## src/rtl/amof_pkg.sv

```systemverilog
// Package: shared types and codes for the 6502 addressing-mode operand fetch block.
`timescale 1ns / 1ps

package amof_pkg;

  localparam int ADDR_W = 16;
  localparam int BYTE_W = 8;
  localparam int MODE_W = 4;
  localparam int STEP_W = 3;
  localparam int KIND_W = 2;

  // Result kinds
  localparam logic [KIND_W-1:0] KIND_REQ  = 2'd0;
  localparam logic [KIND_W-1:0] KIND_DONE = 2'd1;
  localparam logic [KIND_W-1:0] KIND_ERR  = 2'd2;

  // Commands
  localparam logic CMD_START = 1'b0;
  localparam logic CMD_DATA  = 1'b1;

  // Addressing modes
  localparam logic [MODE_W-1:0] MODE_IMM  = 4'd0;
  localparam logic [MODE_W-1:0] MODE_ZP   = 4'd1;
  localparam logic [MODE_W-1:0] MODE_ZPX  = 4'd2;
  localparam logic [MODE_W-1:0] MODE_ZPY  = 4'd3;
  localparam logic [MODE_W-1:0] MODE_ABS  = 4'd4;
  localparam logic [MODE_W-1:0] MODE_ABSX = 4'd5;
  localparam logic [MODE_W-1:0] MODE_ABSY = 4'd6;
  localparam logic [MODE_W-1:0] MODE_IND  = 4'd7;
  localparam logic [MODE_W-1:0] MODE_REL  = 4'd8;
  localparam logic [MODE_W-1:0] MODE_IZX  = 4'd9;
  localparam logic [MODE_W-1:0] MODE_IZY  = 4'd10;
  localparam logic [MODE_W-1:0] MODE_LAST = MODE_IZY;

  // Sequencer steps
  localparam logic [STEP_W-1:0] STEP_0 = 3'd0;
  localparam logic [STEP_W-1:0] STEP_1 = 3'd1;
  localparam logic [STEP_W-1:0] STEP_2 = 3'd2;
  localparam logic [STEP_W-1:0] STEP_3 = 3'd3;

  typedef struct packed {
    logic              cmd;
    logic [MODE_W-1:0] mode;
    logic [ADDR_W-1:0] pc;
    logic [BYTE_W-1:0] index_x;
    logic [BYTE_W-1:0] index_y;
    logic [BYTE_W-1:0] read_data;
  } item_t;

  typedef struct packed {
    logic [KIND_W-1:0] kind;
    logic [ADDR_W-1:0] bus_address;
    logic [ADDR_W-1:0] result_value;
  } result_t;

  typedef struct packed {
    logic              busy;
    logic [MODE_W-1:0] active_mode;
    logic [STEP_W-1:0] step;
    logic [ADDR_W-1:0] saved_pc;
    logic [BYTE_W-1:0] saved_x;
    logic [BYTE_W-1:0] saved_y;
    logic [ADDR_W-1:0] work_address;
  } seq_state_t;

endpackage

```

## src/rtl/amof_ifs.sv

```systemverilog
// Interfaces: command and response channels of the operand fetch block.
`timescale 1ns / 1ps

interface amof_cmd_if;
  logic        valid;
  logic        ready;
  logic        cmd;
  logic [3:0]  mode;
  logic [15:0] pc;
  logic [7:0]  index_x;
  logic [7:0]  index_y;
  logic [7:0]  read_data;

  modport source (output valid, cmd, mode, pc, index_x, index_y, read_data, input ready);
  modport sink   (input valid, cmd, mode, pc, index_x, index_y, read_data, output ready);
endinterface

interface amof_rsp_if;
  logic        valid;
  logic        ready;
  logic [1:0]  kind;
  logic [15:0] bus_address;
  logic [15:0] result_value;

  modport source (output valid, kind, bus_address, result_value, input ready);
  modport sink   (input valid, kind, bus_address, result_value, output ready);
endinterface

```

## src/rtl/amof_step.sv

```systemverilog
// Step logic: next sequencer state and result for one transaction.
`timescale 1ns / 1ps

module amof_step
  import amof_pkg::*;
(
  input  seq_state_t st,
  input  item_t      item,
  output seq_state_t st_next,
  output result_t    res
);

  logic [BYTE_W-1:0] d;
  logic [BYTE_W-1:0] off_zp;
  logic [BYTE_W-1:0] off_abs;
  logic [BYTE_W-1:0] off_ind;
  logic [ADDR_W-1:0] abs_addr;
  logic [ADDR_W-1:0] ind_addr;

  assign d = item.read_data;

  always_comb begin
    off_zp = '0;
    if (st.active_mode == MODE_ZPX) begin
      off_zp = st.saved_x;
    end else if (st.active_mode == MODE_ZPY) begin
      off_zp = st.saved_y;
    end
    off_abs = '0;
    if (st.active_mode == MODE_ABSX) begin
      off_abs = st.saved_x;
    end else if (st.active_mode == MODE_ABSY) begin
      off_abs = st.saved_y;
    end
    off_ind = (st.active_mode == MODE_IZY) ? st.saved_y : '0;
  end

  assign abs_addr = {d, st.work_address[BYTE_W-1:0]} + {{(ADDR_W-BYTE_W){1'b0}}, off_abs};
  assign ind_addr = {d, st.saved_pc[BYTE_W-1:0]} + {{(ADDR_W-BYTE_W){1'b0}}, off_ind};

  always_comb begin
    st_next = st;
    res     = '{kind: KIND_ERR, bus_address: '0, result_value: '0};

    if (item.cmd == CMD_START) begin
      // Refuse a start while busy or with an unknown mode; state stays as is
      if (!st.busy && item.mode <= MODE_LAST) begin
        st_next.busy         = 1'b1;
        st_next.active_mode  = item.mode;
        st_next.step         = STEP_0;
        st_next.saved_pc     = item.pc;
        st_next.saved_x      = item.index_x;
        st_next.saved_y      = item.index_y;
        st_next.work_address = '0;
        res.kind             = KIND_REQ;
        res.bus_address      = item.pc + 16'd1;
      end
    end else if (st.busy) begin
      // Default: protocol slip, drop back to idle
      st_next.busy = 1'b0;
      st_next.step = STEP_0;
      unique case (st.active_mode)
        MODE_IMM: begin
          if (st.step == STEP_0) begin
            res.kind         = KIND_DONE;
            res.result_value = {8'h00, d};
          end
        end
        MODE_ZP, MODE_ZPX, MODE_ZPY: begin
          if (st.step == STEP_0) begin
            st_next.busy         = 1'b1;
            st_next.step         = STEP_1;
            st_next.work_address = {8'h00, d + off_zp};
            res.kind             = KIND_REQ;
            res.bus_address      = {8'h00, d + off_zp};
          end else if (st.step == STEP_1) begin
            res.kind         = KIND_DONE;
            res.result_value = {8'h00, d};
          end
        end
        MODE_ABS, MODE_ABSX, MODE_ABSY, MODE_IND: begin
          if (st.step == STEP_0) begin
            st_next.busy         = 1'b1;
            st_next.step         = STEP_1;
            st_next.work_address = {8'h00, d};
            res.kind             = KIND_REQ;
            res.bus_address      = st.saved_pc + 16'd2;
          end else if (st.step == STEP_1) begin
            st_next.busy         = 1'b1;
            st_next.step         = STEP_2;
            st_next.work_address = abs_addr;
            res.kind             = KIND_REQ;
            res.bus_address      = abs_addr;
          end else if (st.step == STEP_2) begin
            if (st.active_mode != MODE_IND) begin
              res.kind         = KIND_DONE;
              res.result_value = {8'h00, d};
            end else begin
              st_next.busy     = 1'b1;
              st_next.step     = STEP_3;
              st_next.saved_pc = {8'h00, d};
              res.kind         = KIND_REQ;
              res.bus_address  = st.work_address + 16'd1;
            end
          end else if (st.step == STEP_3 && st.active_mode == MODE_IND) begin
            res.kind         = KIND_DONE;
            res.result_value = {d, st.saved_pc[BYTE_W-1:0]};
          end
        end
        MODE_REL: begin
          if (st.step == STEP_0) begin
            res.kind         = KIND_DONE;
            res.result_value = st.saved_pc + 16'd2 + {{BYTE_W{d[BYTE_W-1]}}, d};
          end
        end
        MODE_IZX, MODE_IZY: begin
          if (st.step == STEP_0) begin
            st_next.busy         = 1'b1;
            st_next.step         = STEP_1;
            st_next.work_address = {8'h00, d + ((st.active_mode == MODE_IZX) ? st.saved_x : 8'h00)};
            res.kind             = KIND_REQ;
            res.bus_address      = st_next.work_address;
          end else if (st.step == STEP_1) begin
            // Pointer high byte wraps within the zero page
            st_next.busy     = 1'b1;
            st_next.step     = STEP_2;
            st_next.saved_pc = {8'h00, d};
            res.kind         = KIND_REQ;
            res.bus_address  = {8'h00, st.work_address[BYTE_W-1:0] + 8'd1};
          end else if (st.step == STEP_2) begin
            st_next.busy         = 1'b1;
            st_next.step         = STEP_3;
            st_next.work_address = ind_addr;
            res.kind             = KIND_REQ;
            res.bus_address      = ind_addr;
          end else if (st.step == STEP_3) begin
            res.kind         = KIND_DONE;
            res.result_value = {8'h00, d};
          end
        end
        default: begin
        end
      endcase
    end
  end

endmodule

```

## src/rtl/amof_out_reg.sv

```systemverilog
// Result register: holds one response transaction until the sink takes it.
`timescale 1ns / 1ps

module amof_out_reg
  import amof_pkg::*;
(
  input  logic       clk,
  input  logic       rst,
  input  logic       load_valid,
  input  result_t    load_data,
  output logic       load_ready,
  amof_rsp_if.source rsp
);

  logic    valid;
  result_t data;

  assign load_ready = !valid || rsp.ready;

  always_ff @(posedge clk) begin
    if (rst) begin
      valid <= 1'b0;
    end else if (load_ready) begin
      valid <= load_valid;
    end
  end

  always_ff @(posedge clk) begin
    if (load_ready && load_valid) begin
      data <= load_data;
    end
  end

  assign rsp.valid        = valid;
  assign rsp.kind         = data.kind;
  assign rsp.bus_address  = data.bus_address;
  assign rsp.result_value = data.result_value;

endmodule

```

## src/rtl/addressing_mode_operand_fetch.sv

```systemverilog
// Top level: 6502 addressing-mode operand fetch sequencer.
//
//   channel    dir   payload                                        role
//   cmd_chan   in    cmd, mode, pc, index_x, index_y, read_data     start or bus byte
//   rsp_chan   out   kind, bus_address, result_value                request, done, error
//
// Every transaction gives one response, registered first in the input register and then
// in the result register; one transaction per cycle is sustained while rsp_chan is not stalled.
// Reset (rst, synchronous) clears the input and result valid flags and the state.
// A stalled response holds in the result register; the input register then holds,
// and cmd_chan.ready drops only when both are full.
`timescale 1ns / 1ps

module addressing_mode_operand_fetch
  import amof_pkg::*;
(
  input  logic     clk,
  input  logic     rst,
  amof_cmd_if.sink   cmd_chan,
  amof_rsp_if.source rsp_chan
);

  logic       s1_valid;
  item_t      s1_item;
  logic       out_ready;
  logic       s1_fire;
  seq_state_t st;
  seq_state_t st_next;
  result_t    step_res;

  assign s1_fire        = s1_valid && out_ready;
  assign cmd_chan.ready = !s1_valid || out_ready;

  always_ff @(posedge clk) begin
    if (rst) begin
      s1_valid <= 1'b0;
    end else if (cmd_chan.ready) begin
      s1_valid <= cmd_chan.valid;
    end
  end

  always_ff @(posedge clk) begin
    if (cmd_chan.ready && cmd_chan.valid) begin
      s1_item <= '{cmd: cmd_chan.cmd, mode: cmd_chan.mode, pc: cmd_chan.pc,
                   index_x: cmd_chan.index_x, index_y: cmd_chan.index_y,
                   read_data: cmd_chan.read_data};
    end
  end

  // Advance the sequencer only when the transaction moves into the result register
  always_ff @(posedge clk) begin
    if (rst) begin
      st <= '0;
    end else if (s1_fire) begin
      st <= st_next;
    end
  end

  amof_step u_step (
    .st      (st),
    .item    (s1_item),
    .st_next (st_next),
    .res     (step_res)
  );

  amof_out_reg u_out_reg (
    .clk        (clk),
    .rst        (rst),
    .load_valid (s1_valid),
    .load_data  (step_res),
    .load_ready (out_ready),
    .rsp        (rsp_chan)
  );

endmodule

```

## src/flat_wrapper.sv

```systemverilog
// flat-port wrapper written by rule: the top's interface ports become plain ports
module addressing_mode_operand_fetch_flat import amof_pkg::*;
  (clk, rst, cmd_chan_valid, cmd_chan_cmd, cmd_chan_mode, cmd_chan_pc, cmd_chan_index_x, cmd_chan_index_y, cmd_chan_read_data, cmd_chan_ready, rsp_chan_valid, rsp_chan_kind, rsp_chan_bus_address, rsp_chan_result_value, rsp_chan_ready);
  amof_cmd_if cmd_chan_i ();
  amof_rsp_if rsp_chan_i ();
  input  logic clk;
  input  logic rst;
  input wire logic [$bits(cmd_chan_i.valid)-1:0] cmd_chan_valid;
  input wire logic [$bits(cmd_chan_i.cmd)-1:0] cmd_chan_cmd;
  input wire logic [$bits(cmd_chan_i.mode)-1:0] cmd_chan_mode;
  input wire logic [$bits(cmd_chan_i.pc)-1:0] cmd_chan_pc;
  input wire logic [$bits(cmd_chan_i.index_x)-1:0] cmd_chan_index_x;
  input wire logic [$bits(cmd_chan_i.index_y)-1:0] cmd_chan_index_y;
  input wire logic [$bits(cmd_chan_i.read_data)-1:0] cmd_chan_read_data;
  output wire logic [$bits(cmd_chan_i.ready)-1:0] cmd_chan_ready;
  output wire logic [$bits(rsp_chan_i.valid)-1:0] rsp_chan_valid;
  output wire logic [$bits(rsp_chan_i.kind)-1:0] rsp_chan_kind;
  output wire logic [$bits(rsp_chan_i.bus_address)-1:0] rsp_chan_bus_address;
  output wire logic [$bits(rsp_chan_i.result_value)-1:0] rsp_chan_result_value;
  input wire logic [$bits(rsp_chan_i.ready)-1:0] rsp_chan_ready;
  assign cmd_chan_i.valid = cmd_chan_valid;
  assign cmd_chan_i.cmd = cmd_chan_cmd;
  assign cmd_chan_i.mode = cmd_chan_mode;
  assign cmd_chan_i.pc = cmd_chan_pc;
  assign cmd_chan_i.index_x = cmd_chan_index_x;
  assign cmd_chan_i.index_y = cmd_chan_index_y;
  assign cmd_chan_i.read_data = cmd_chan_read_data;
  assign cmd_chan_ready = cmd_chan_i.ready;
  assign rsp_chan_valid = rsp_chan_i.valid;
  assign rsp_chan_kind = rsp_chan_i.kind;
  assign rsp_chan_bus_address = rsp_chan_i.bus_address;
  assign rsp_chan_result_value = rsp_chan_i.result_value;
  assign rsp_chan_i.ready = rsp_chan_ready;
  addressing_mode_operand_fetch u_core (.clk(clk), .rst(rst), .cmd_chan(cmd_chan_i), .rsp_chan(rsp_chan_i));
endmodule
```

## config.mk

```make
export PLATFORM = sky130hd
export DESIGN_NAME = addressing_mode_operand_fetch_flat
export DESIGN_NICKNAME = d
export VERILOG_FILES = /design/src/rtl/amof_pkg.sv /design/src/rtl/amof_ifs.sv /design/src/rtl/amof_step.sv /design/src/rtl/amof_out_reg.sv /design/src/rtl/addressing_mode_operand_fetch.sv /design/src/flat_wrapper.sv
export SDC_FILE = /design/constraint.sdc
export NUM_CORES = 1
export LEC_CHECK = 0
export ABC_CLOCK_PERIOD_IN_PS = 7940
export BUFFER_PORTS_ARGS = -buffer_cell sky130_fd_sc_hd__buf_2
export CAP_MARGIN = 5
export CELL_PAD_IN_SITES_DETAIL_PLACEMENT = 0
export CELL_PAD_IN_SITES_GLOBAL_PLACEMENT = 2
export CORE_ASPECT_RATIO = 1.5
export CORE_MARGIN = 5
export CORE_UTILIZATION = 41
export DETAILED_ROUTE_END_ITERATION = 16
export HOLD_SLACK_MARGIN = 0.12
export PLACE_DENSITY_LB_ADDON = 0.1
export SETUP_SLACK_MARGIN = 0.5
export SLEW_MARGIN = 10
export SYNTH_ARGS = -nofsm -noshare
export SYNTH_HDL_FRONTEND = slang
export SYNTH_SLANG_ARGS = --single-unit
export TNS_END_PERCENT = 10
```

## constraint.sdc

```tcl
create_clock -name clk -period 7.94 [get_ports clk]
set_input_delay 1.588 -clock clk [delete_from_list [all_inputs] [get_ports clk]]
set_output_delay 1.588 -clock clk [all_outputs]
set_load 0.01 [all_outputs]
```

# --- After elaboration in Yosys (flattened, before gate mapping) ---
# Cells that the tools add are included.
op_classes:
  addsub: 9
  magnitude_cmp: 1
  n_eq_ne: 27
  mux: 78
  n_bitwise: 1
  reduce_logical: 22
ops:
  columns: ["operator", "n"]
  rows:
  - ["$mux W16", 20]
  - ["$mux W18", 8]
  - ["$mux W8", 15]
  - ["$pmux W16 S3", 2]
  - ["$pmux W16 S5", 1]
  - ["$mux W56", 1]
  - ["$mux W19", 2]
  - ["$mux W34", 1]
  - ["$add A16 B1 Y16 const B", 2]
  - ["$add A16 B8 Y16", 2]
  - ["$pmux W16 S2", 1]
  - ["$mux W2", 12]
  - ["$ne A3 B3 Y1 const B", 8]
  - ["$add A16 B16 Y16", 1]
  - ["$add A16 B2 Y16 const B", 1]
  - ["$add A8 B8 Y8", 2]
  - ["$eq A4 B3 Y1 const B", 4]
  - ["$ne A4 B4 Y1 const B", 4]
  - ["$eq A4 B4 Y1 const B", 3]
  - ["$mux W1", 12]
  - ["$reduce_and A10 Y1", 1]
  - ["$add A8 B1 Y8 const B", 1]
  - ["$eq A4 B2 Y1 const B", 2]
  - ["$pmux W2 S4", 1]
  - ["other kinds (21)", 31]
totals:
  ff_bits: 137
  input_bits: 49
  word_cells: 156

# --- Longest topological paths before layout ---
# Gate-level depths: netlist of the first run.
logic_depth:
  word_depth: 9
  mapped_depth: 15

# --- By module ---
# From an unflattened synthesis of the first run, not the netlist that was laid out.
unflattened:
  cells_unflattened: 1309
  hier_area_um2: 10940.5
by_module_without_submodules:
  columns: ["module", "instances", "cells_per_inst", "area_each_um2", "seq_area_each_um2"]
  rows:
  - ["amof_step", 1, 964, 5984.5, 0.0]
  - ["addressing_mode_operand_fetch", 1, 306, 3880.0, 2492.4]
  - ["amof_out_reg", 1, 39, 1076.0, 1041.0]

# --- Worst setup path after synthesis of the first run ---
# No wires, ideal clock.
synth_path:
  kind: "flip-flop to flip-flop"
  from: "register u_core.st[52] (netlist name)"
  to: "register u_core.u_out_reg.data, in the netlist u_core.u_out_reg.rsp.bus_address[14] (data pin)"
  t_arrival_ns: 3.323
  required_time_ns: 7.676
  setup_slack_ns: 4.353
  stages_incl_launch_ff: 16
  path_buffers: 3
  period_less_slack_ns: 3.587
  path_cell_list: "dfxtp_1 > buf_2 > buf_2 > nor2b_1 > clkbuf_1 > nor2b_1 > and2_1 > ha_1 > inv_1 > fa_1 > nor2b_1 > o31ai_1 > a2111oi_0 > xor2_1 > a22oi_1 > o21ai_0"
synth_lines:
  columns: ["item", "line", "text"]
  rows:
  - ["to (signal assigned)", "amof_out_reg.sv:30", "data <= load_data;"]
  - ["to (decl)", "amof_out_reg.sv:16", "result_t data;"]

# --- Final worst setup path of the first run ---
layout_path:
  from: "register u_core.st[51] (netlist name)"
  to: "register u_core.st[11] (netlist name)"
layout_via:
  elab_chain_cells: 9
layout_rtl:
  columns: ["item", "line", "text"]
  rows:
  - ["$eq A4 B4 Y1 or $eq A4 B3 Y1 (tied branches)", "amof_step.sv:35, amof_step.sv:62, amof_step.sv:32", null]
  - ["$mux W8, on equally long branches", "amof_step.sv:35, amof_step.sv:32", null]
  - ["$add A16 B8 Y16 or $mux W8 (tied branches)", "amof_step.sv:39, amof_step.sv:30", null]
  - ["$mux W16 or $add A16 B8 Y16 (tied branches)", "amof_step.sv:130, amof_step.sv:38", null]
  - ["$mux W16, on equally long branches", "amof_step.sv:123, amof_step.sv:88", null]
  - ["$mux W16, on equally long branches", "amof_step.sv:117, amof_step.sv:82", null]
  - ["$pmux W16 S3", "amof_step.sv:62", "unique case (st.active_mode)"]
  - ["$mux W16", "amof_step.sv:58", "end else if (st.busy) begin"]
  - ["$mux W16", "amof_step.sv:45", "if (item.cmd == CMD_START) begin"]
# Parallel ways exist; a longest one is shown, timed or not. The select of a mux whose other input is x is not followed.
# A chain may end at the register's enable or synchronous reset.

==> summary.txt, run 1 <==
Setup Skew = 0.0149 ns
row count = 70
f_max = 223 MHz
DP HPWL = 28,800 um
Num CTS Buffers = 17
Synth Cell Area = 10,200 um^2
Leak Pwr = 4.20 nW
Synth cell types = 90
CP Capture Type = register
Die Wd = 139 um
slew margin rel. = 26.2%
worst-skew pair later-pin latency = 0.44 ns
Final Setup Violations = 0
total wire length = 38,300 um
Main synth FF type = edfxtp_1
Resize count post-CTS = 0
Die Y-Extent = 203 um
count leader, synth = nand2_1
Critical Path RT = 8.26 ns
Tcrit/Tclk final = 56.4%
synth cell count leaders = nand2_1 (130), a21oi_1 (93), edfxtp_1 (79)
warnings from Yosys = 0
Setup crit start kind = register
number of enable flip-flop cells after synthesis = 79
sequential fraction of the synthesis area = 34.5%
gr usage total = 26.5%
worst path arrival time = 4.80 ns
clock-pin slew on the worst setup and hold paths = 0.07 ns
maximum VDD drop = 0.150 mV
initial DRC count = 676
grt total ovfl = 0
largest net degree at the start of global routing = 53
Core ar. = 24,400 um^2
Syn Inst Count = 1,165
drt wl/cell = 24.5 um
WHS = 0.487 ns
#FFs+latches synth = 136
via count = 9,665
io pins = 85
H-tree depth = 4
setup tns final = 0 ns
Sink Count = 136
Post-DRT Antenna Nets = 0
# diodes = 0
CTS tree = yes
Post-CTS Setup Bufs = 0
status = finished clean
Crit Path Category = reg -> reg
DRC = 0
syn_area_per_cell = 8.73 um^2
power density cells = 159 nW/um^2
Port-buffer cells = 84
Max FO, Critical Path = 23
Worst Hold Class = reg -> reg
top-area cell type share of the netlist area = 23.3%
fin util = 47.0%
initial antenna violation count = 0
Mapped Nets = 1,274
first-pass GRT wire length = 56,600 um
worst-margin pin slew = 1.11 ns
Root Driver = clkbuf_16
post-cts hold buffer count = 0
max-capacitance violation count = 0
die area = 28,100 um^2
Initial DRT Pass Iterations = 6
largest area contributor in the netlist = edfxtp_1
fraction of layout cells with a size suffix above 1 = 13.8%
Clock Path Buffers = 2
area delta synth->final = 12.9%
Vias/cell = 6.19
Starting Density = 41.6%
Synth area leaders = edfxtp_1 (23%), dfxtp_1 (11%), ha_1 (6.8%)
fin. max-slew vios = 0
vias in the first global route = 9,380
GP Congestion = 0.958
unrepaired setup endpoints after global routing = false
Final #Nets = 1,333
Final Hold Vio Count = 0
Period minus WS final = 4.47 ns
asr flop ratio synth = 0%
==> flip-flops by register name (all words and copies together), names as in the netlist <==
signal,cells
u_core.u_out_reg.rsp.valid,1
u_core.u_out_reg.rsp.result_value,16
u_core.u_out_reg.rsp.kind,2
u_core.s1_valid,1
u_core.u_out_reg.rsp.bus_address,16
u_core.st,55
u_core.s1_item,45
==> worst max-delay path: stages (launching register included) <==
cell      delay (ns)
dfxtp_1         0.92
nor2b_1         0.52
a22o_1          0.26
and2_1          0.17
ha_1            0.25
a211oi_1        0.41
o21ai_0         0.28
a31oi_1         0.82
o32a_1          0.34
nor4b_1         0.08
a221o_1         0.29
==> cells in the final DEF (no fill, tap or decap), types with 18 or more instances in the layout <==
master    Yosys  final
nand2_1     130    130
a21oi_1      93     93
buf_2        17     84
edfxtp_1     79     79
nor2_1       69     69
dfxtp_1      57     57
ha_1         55     54
o21ai_0      52     52
xnor2_1      46     46
nand3_1      45     45
nor3_1       39     39
inv_1        32     32
xor2_1       32     32
a21o_1       21     21
buf_4         0     20
nand4_1      18     18
a22oi_1      18     18
a221oi_1     18     18
==> cell families (layout without fill, tap and decap cells) <==
family | Yosys count | in the layout | share of synthesized area (%)
AO/OA/AOI/OAI | 366 | 366 | 25.0
multiplexers | 13 | 13 | 1.29
AND/OR/NAND/NOR | 412 | 412 | 20.6
adder cells (fa/ha/maj) | 61 | 61 | 7.84
flip-flops | 136 | 136 | 34.5
XOR/XNOR | 79 | 79 | 6.87
buffers and inverters | 98 | 170 | 3.82
==> worst paths after layout <==
path	start	end	slack (ns)	cells past startpoint
max	u_core.st[51]$_SDFFE_PP0P_	u_core.st[11]$_SDFFE_PP0P_	3.47	10
max reg2reg	u_core.st[51]$_SDFFE_PP0P_	u_core.st[11]$_SDFFE_PP0P_	3.47	10
min	u_core.st[46]$_SDFFE_PP0P_	u_core.st[46]$_SDFFE_PP0P_	0.49	2
min reg2reg	u_core.st[46]$_SDFFE_PP0P_	u_core.st[46]$_SDFFE_PP0P_	0.49	2
==> metal layers <==
layer,GRT usage [%],share of wire (%),vias up
li1,-,-,4554
met2,46.4,50,371
met5,0,0,-
met1,30.0,38,4625
met4,17.0,7.0,0
met3,3.77,4.7,115
==> layout make-up <==
class | count | area [um^2]
clock buffers | 18 | 429
well taps | 324 | 405
flip-flops and latches | 136 | 3510
inverters | 34 | 128
repair buffers | 104 | 571
multi-input cells | 931 | 6280
fillers | 2467 | 12900
clock inverters | 14 | 163
==> report_power, final <==
part / internal (mW) / switching, mW
Sequential: 0.777 / 0.0330
Combinational: 0.0696 / 0.121
Clock: 0.472 / 0.355
==> metrics by stage <==
step                      setup WS [ns]  power [mW]  instances  cell area (um^2)
after CTS                          3.60        1.84       1561             11500
after global placement             3.71        1.01       1529             10900
after global routing               3.21        1.90       1561             11500
final                              3.47        1.83       1561             11500
after floorplan                    4.35       0.933       1165             10200
after detailed placement           3.60        1.02       1529             10900
(Power assumes the default switching activity.)
==> run 2: changes to the inputs <==
--- a/config.mk
+++ b/config.mk
@@ -5,14 +5,14 @@
 export SDC_FILE = /design/constraint.sdc
 export NUM_CORES = 1
 export LEC_CHECK = 0
-export ABC_CLOCK_PERIOD_IN_PS = 7940
+export ABC_CLOCK_PERIOD_IN_PS = 4000
 export BUFFER_PORTS_ARGS = -buffer_cell sky130_fd_sc_hd__buf_2
 export CAP_MARGIN = 5
 export CELL_PAD_IN_SITES_DETAIL_PLACEMENT = 0
 export CELL_PAD_IN_SITES_GLOBAL_PLACEMENT = 2
 export CORE_ASPECT_RATIO = 1.5
 export CORE_MARGIN = 5
-export CORE_UTILIZATION = 41
+export CORE_UTILIZATION = 34
 export DETAILED_ROUTE_END_ITERATION = 16
 export HOLD_SLACK_MARGIN = 0.12
 export PLACE_DENSITY_LB_ADDON = 0.1
==> constraint.sdc (replaced) <==
create_clock -name clk -period 4 [get_ports clk]
set_input_delay 0.8 -clock clk [delete_from_list [all_inputs] [get_ports clk]]
set_output_delay 0.8 -clock clk [all_outputs]
set_load 0.01 [all_outputs]
==> run 2 against run 1 <==
  * Combinational power is 120% higher
  * Clock skew down 0.0056 ns
  * First-iteration DRC count rose by 3.3%
  * Flip-flop and latch count is the same
  * Clock power is 100% higher
  * Non-clock buffer count increased by 35
  * Critical endpoint is now u_core.u_out_reg.rsp.bus_address[8]$_DFFE_PP_
  * Via count up 1.7%
  * Highest routed layer unchanged
  * Worst setup slack worse by 2.8 ns
  * Critical path depth grew 3
  * Largest cell class unchanged
  * Largest power group unchanged
  * Count of clock-buffer cells in the layout rose by 1
  * Register-to-register slack lost 2.8 ns
  * Wire length grew 12%
==> summary.txt, run 2 (synthesis results as in run 1) <==
status = finished clean
most flop-heavy register = u_core.st
most common cell after layout, fill and taps aside = nand2_1
worst path arrival time = 3.54 ns
Die Y-Extent = 222 um
first-pass GRT wire length = 63,900 um
grt total ovfl = 0
drt wl/cell = 25.7 um
fraction of layout cells with a size suffix above 1 = 16.6%
Setup Skew = 0.00931 ns
Tcrit/Tclk final = 84.2%
Setup crit start kind = register
slew margin rel. = 11.9%
clock-pin slew on the worst setup and hold paths = 0.06 ns
Sink Count = 136
r2r setup slk = 0.63 ns
CP Capture Type = register
via count = 9,825
Max FO, Critical Path = 8
Final Hold Vio Count = 0
final worst slack = 0.631 ns
initial antenna violation count = 0
Starting Density = 34.5%
total wire length = 42,800 um
Post-DRT Antenna Nets = 0
max-capacitance violation count = 0
fin util = 40.4%
Final #Nets = 1,368
Period minus WS final = 3.37 ns
vias in the first global route = 9,999
CP bufs+invs = 2
reg2reg start = u_core.st[52]$_SDFFE_PP0P_
Die Wd = 151 um
WHS = 0.499 ns
CTS tree = yes
Port-buffer cells = 84
Crit path depth = 13
row count = 77
crit-path cells = nor2b_1 > buf_4 > a22oi_1 > nor2_1 > ha_1 > inv_1 > fa_1 > nand3b_1 > a21o_1 > a31oi_1 > xnor2_1 > a221oi_1 > o311ai_0
Core ar. = 29,500 um^2
CP top delay family = compound AO/OA/AOI/OAI gates
f_max = 297 MHz
Critical Path RT = 4.17 ns
R2R depth = 13
Worst Hold Class = reg -> reg
initial DRC count = 698
fin. max-slew vios = 0
Vias/cell = 5.89
crit path from = u_core.st[52]$_SDFFE_PP0P_
GP Congestion = 0.917
gr usage total = 25.7%
largest net degree at the start of global routing = 46
post-cts hold buffer count = 0
Initial DRT Pass Iterations = 6
Largest register FFs = 55
DRC = 0
power density cells = 311 nW/um^2
placed cell count = 1,635
area delta synth->final = 17.0%
Worst Setup EP = u_core.u_out_reg.rsp.bus_address[8]$_DFFE_PP_
setup tns final = 0 ns
worst-margin pin slew = 1.32 ns
maximum VDD drop = 0.285 mV
Critical R2R Capture = u_core.u_out_reg.rsp.bus_address[8]$_DFFE_PP_
pre-CTS setup slack = 0.597 ns
# diodes = 0
die area = 33,600 um^2
Final Setup Violations = 0
Resize count post-CTS = 0
Crit Path Category = reg -> reg
biggest regs = u_core.st: 55 flops, u_core.s1_item: 45 flops
Root Driver = clkbuf_16
worst-path cell with the longest stage delay = a221oi_1
worst-skew pair later-pin latency = 0.45 ns
H-tree depth = 4
Clock Path Buffers = 2
Leak Pwr = 4.41 nW
io pins = 85
Post-CTS Setup Bufs = 0
unrepaired setup endpoints after global routing = true
CP max stage delay = 0.44 ns
most frequent cells in the layout = nand2_1 (130), a21oi_1 (93), buf_2 (84)
Num CTS Buffers = 17
Layout Cells excl Fill = 1,667
DP HPWL = 33,300 um
## run 2: changes by cell type in the layout (fill, tap and decap cells not counted), moves of 2 or more
| cell | change |
|---|---|
| clkinv_4 | +2 |
| a2111oi_2 | +2 |
| clkbuf_8 | +2 |
| a2111oi_0 | -2 |
| buf_4 | +34 |
## run 2: stage by stage
stage | instance area [um^2] | power, mW
after floorplan | 10200 | 1.85
after global placement | 11300 | 2.05
after detailed placement | 11300 | 2.05
after CTS | 11900 | 3.73
after global routing | 11900 | 3.83
final | 11900 | 3.70
## run 2: area by class of cell
| class | count | area (um^2) |
|---|---|---|
| Multi-Input combinational cell | 931 | 6320 |
| Clock inverter | 13 | 156 |
| Sequential cell | 136 | 3510 |
| Inverter | 34 | 128 |
| Tap cell | 395 | 494 |
| Clock buffer | 19 | 453 |
| Fill cell | 3113 | 17600 |
| Timing Repair Buffer | 139 | 846 |
## run 2: how the worst min path moves through the flow
stage	cells after the start	endpoint	start	slack, ns
6_report	2	u_core.st[43]$_SDFFE_PP0P_	u_core.st[43]$_SDFFE_PP0P_	0.50
5_1_grt	1	u_core.s1_item[26]$_DFFE_PP_	cmd_chan_pc[2]	0.51
4_1_cts	1	u_core.s1_item[40]$_DFFE_PP_	cmd_chan_mode[0]	0.50
3_5_place_dp	2	u_core.st[17]$_SDFFE_PP0P_	u_core.s1_item[9]$_DFFE_PP_	0.49
3_3_place_gp	2	u_core.st[28]$_SDFFE_PP0P_	u_core.s1_item[20]$_DFFE_PP_	0.47
2_1_floorplan	2	u_core.st[47]$_SDFFE_PP0P_	u_core.st[47]$_SDFFE_PP0P_	0.44
## run 2: power breakdown
part / internal [mW] / switching, mW / total [mW]
Sequential: 1.54 / 0.0565 / 1.60
Combinational: 0.150 / 0.268 / 0.418
Clock: 0.969 / 0.713 / 1.68
Total: 2.66 / 1.04 / 3.70
## run 2: tightest hold or removal path, cell delays in order, from the launching register on
cell     delay, ns
dfxtp_1       0.34
nand2_1       0.06
a21oi_1       0.05
## run 2: layer usage
layer  vias up  global-route usage (%)  share of wire, %
met5         -                       0                 0
met4         0                    13.4               5.1
met3        78                    2.60               3.7
met2       298                    46.4                53
met1      4816                    29.3                38
li1       4633                       -                 -
==> run 3: changes to the inputs <==
--- a/config.mk
+++ b/config.mk
@@ -5,7 +5,7 @@
 export SDC_FILE = /design/constraint.sdc
 export NUM_CORES = 1
 export LEC_CHECK = 0
-export ABC_CLOCK_PERIOD_IN_PS = 4000
+export ABC_CLOCK_PERIOD_IN_PS = 2960
 export BUFFER_PORTS_ARGS = -buffer_cell sky130_fd_sc_hd__buf_2
 export CAP_MARGIN = 5
 export CELL_PAD_IN_SITES_DETAIL_PLACEMENT = 0
==> constraint.sdc (replaced) <==
create_clock -name clk -period 2.96 [get_ports clk]
set_input_delay 0.592 -clock clk [delete_from_list [all_inputs] [get_ports clk]]
set_output_delay 0.592 -clock clk [all_outputs]
set_load 0.01 [all_outputs]
==> run 3 against run 2 <==
  * The flow now finishes with violations (negative setup slack)
  * Combinational power increased by 65%
  * Critical endpoint unchanged
  * Maximum frequency increased by 13%
  * Clock power grew 36%
  * Sequential share of layout area shrank 4.2 points
  * Largest power group unchanged
  * Via count is 6.7% higher
  * Cell area is 17% higher
  * Sequential power up 34%
  * Largest cell class unchanged
==> summary.txt, run 3 (synthesis results as in run 1) <==
max-capacitance violation count = 0
r2r setup slk = -0.01 ns
initial DRC count = 730
maximum VDD drop = 0.414 mV
CP Capture Type = register
R2R depth = 14
clock-pin slew on the worst setup and hold paths = 0.07 ns
Initial DRT Pass Iterations = 6
Die Y-Extent = 222 um
Crit Path Category = reg -> reg
worst-margin pin slew = 0.633 ns
fin. max-slew vios = 0
DRC = 0
Final Hold Vio Count = 0
Period minus WS final = 2.97 ns
Met1 Wirelength = 16,500 um
Setup crit start kind = register
Final #Nets = 1,542
Tcrit/Tclk final = 100%
final worst slack = -0.0114 ns
Post-DRT Antenna Nets = 0
fraction of layout cells with a size suffix above 1 = 33.5%
WHS = 0.316 ns
io pins = 85
CTS tree = yes
Largest register FFs = 55
Num CTS Buffers = 17
GP Congestion = 0.941
Critical R2R Capture = u_core.u_out_reg.rsp.bus_address[8]$_DFFE_PP_
Critical Path RT = 3.15 ns
pre-CTS setup slack = -0.409 ns
vias in the first global route = 10,477
reg2reg start = u_core.st[52]$_SDFFE_PP0P_
Core ar. = 29,500 um^2
grt total ovfl = 0
via count = 10,483
slew margin rel. = 57.4%
total wire length = 43,600 um
setup tns final = -0.0157 ns
met2 WL = 22,400 um
DP HPWL = 34,200 um
Max FO, Critical Path = 5
Leak Pwr = 5.36 nW
unrepaired setup endpoints after global routing = true
area delta synth->final = 36.9%
drt wl/cell = 23.7 um
row count = 77
post-cts hold buffer count = 0
most flop-heavy register = u_core.st
Root Driver = clkbuf_16
f_max = 337 MHz
fin util = 47.2%
crit path from = u_core.st[52]$_SDFFE_PP0P_
gr usage total = 26.0%
failing checks = negative setup slack
Final Setup Violations = 2
Starting Density = 34.5%
Worst Hold Class = in -> reg
largest net degree at the start of global routing = 46
most common cell after layout, fill and taps aside = buf_4
top routing layer in use = met4
die area = 33,600 um^2
Sink Count = 136
Clock Path Buffers = 2
H-tree depth = 4
biggest regs = u_core.st: 55 flops, u_core.s1_item: 45 flops
worst path arrival time = 3.16 ns
Die Wd = 151 um
Setup Skew = 0.0149 ns
hold path depth = 1
Filler cells = 2,926
# diodes = 0
Worst Setup EP = u_core.u_out_reg.rsp.bus_address[8]$_DFFE_PP_
power density cells = 368 nW/um^2
first-pass GRT wire length = 64,700 um
most frequent cells in the layout = buf_4 (219), nand2_1 (130), a21oi_1 (84), buf_2 (84), edfxtp_1 (79)
total power = 5.12 mW
Vias/cell = 5.69
worst-skew pair later-pin latency = 0.45 ns
Port-buffer cells = 84
status = finished with violations
DR WL met3 = 1760 um
initial antenna violation count = 0
[run 3: cell type report]
cell class                 instances  area, um^2  share of cell area (%)
multi-input combinational        931        6970                    50.0
timing repair buffer             313        2190                    15.7
sequential                       136        3530                    25.3
clock buffer                      20         458                    3.29
tap                              395         494                    3.55
clock inverter                    12         163                    1.17
inverter                          34         128                   0.916
[run 3: routing by layer]
metal  up-vias  global-route usage, %
met5         -                      0
met4         0                   16.1
met3       108                   3.35
met2       331                   44.9
met1      5090                   29.9
li1       4954                      -
[run 3: worst min-delay path by stage]
stage                                    start                           end  slack [ns]
floorplan           u_core.st[47]$_SDFFE_PP0P_    u_core.st[47]$_SDFFE_PP0P_        0.44
global placement    u_core.st[43]$_SDFFE_PP0P_    u_core.st[43]$_SDFFE_PP0P_        0.47
detailed placement  u_core.st[44]$_SDFFE_PP0P_    u_core.st[44]$_SDFFE_PP0P_        0.48
CTS                      cmd_chan_read_data[3]   u_core.s1_item[3]$_DFFE_PP_        0.30
global route                   cmd_chan_pc[15]  u_core.s1_item[39]$_DFFE_PP_        0.30
finish                   cmd_chan_read_data[3]   u_core.s1_item[3]$_DFFE_PP_        0.32
[run 3: power by group]
part / switching (mW) / leakage, nW / internal [mW] / total [mW]
combinational: 0.407 / 3.85 / 0.283 / 0.690
sequential: 0.0614 / 1.22 / 2.08 / 2.14
clock: 0.904 / 0.298 / 1.38 / 2.29
total: 1.37 / 5.36 / 3.75 / 5.12
[run 3: stage by stage]
step | instance area, um^2 | instances
after detailed placement | 12600 | 1796
after floorplan | 10300 | 1165
final | 13900 | 1841
after CTS | 13800 | 1841
after global routing | 13900 | 1841
after global placement | 12600 | 1796
[run 3: critical path, stage by stage, from the launching register on]
cell and delay (ns):
dfxtp_2 0.33, buf_4 0.13, nor2b_4 0.12, buf_6 0.11, a22o_1 0.11, and2_4 0.17
inv_2 0.05, fa_2 0.38, nand3b_1 0.20, a21o_4 0.26, a31oi_2 0.19, xnor2_1 0.13
a221oi_2 0.27, buf_4 0.17, o311ai_2 0.10
[run 3: timing repair]
item	CTS	global route
resized for setup	107	37
setup buffers	13	0
setup endpoints to repair	44	46
pin swaps	50	22
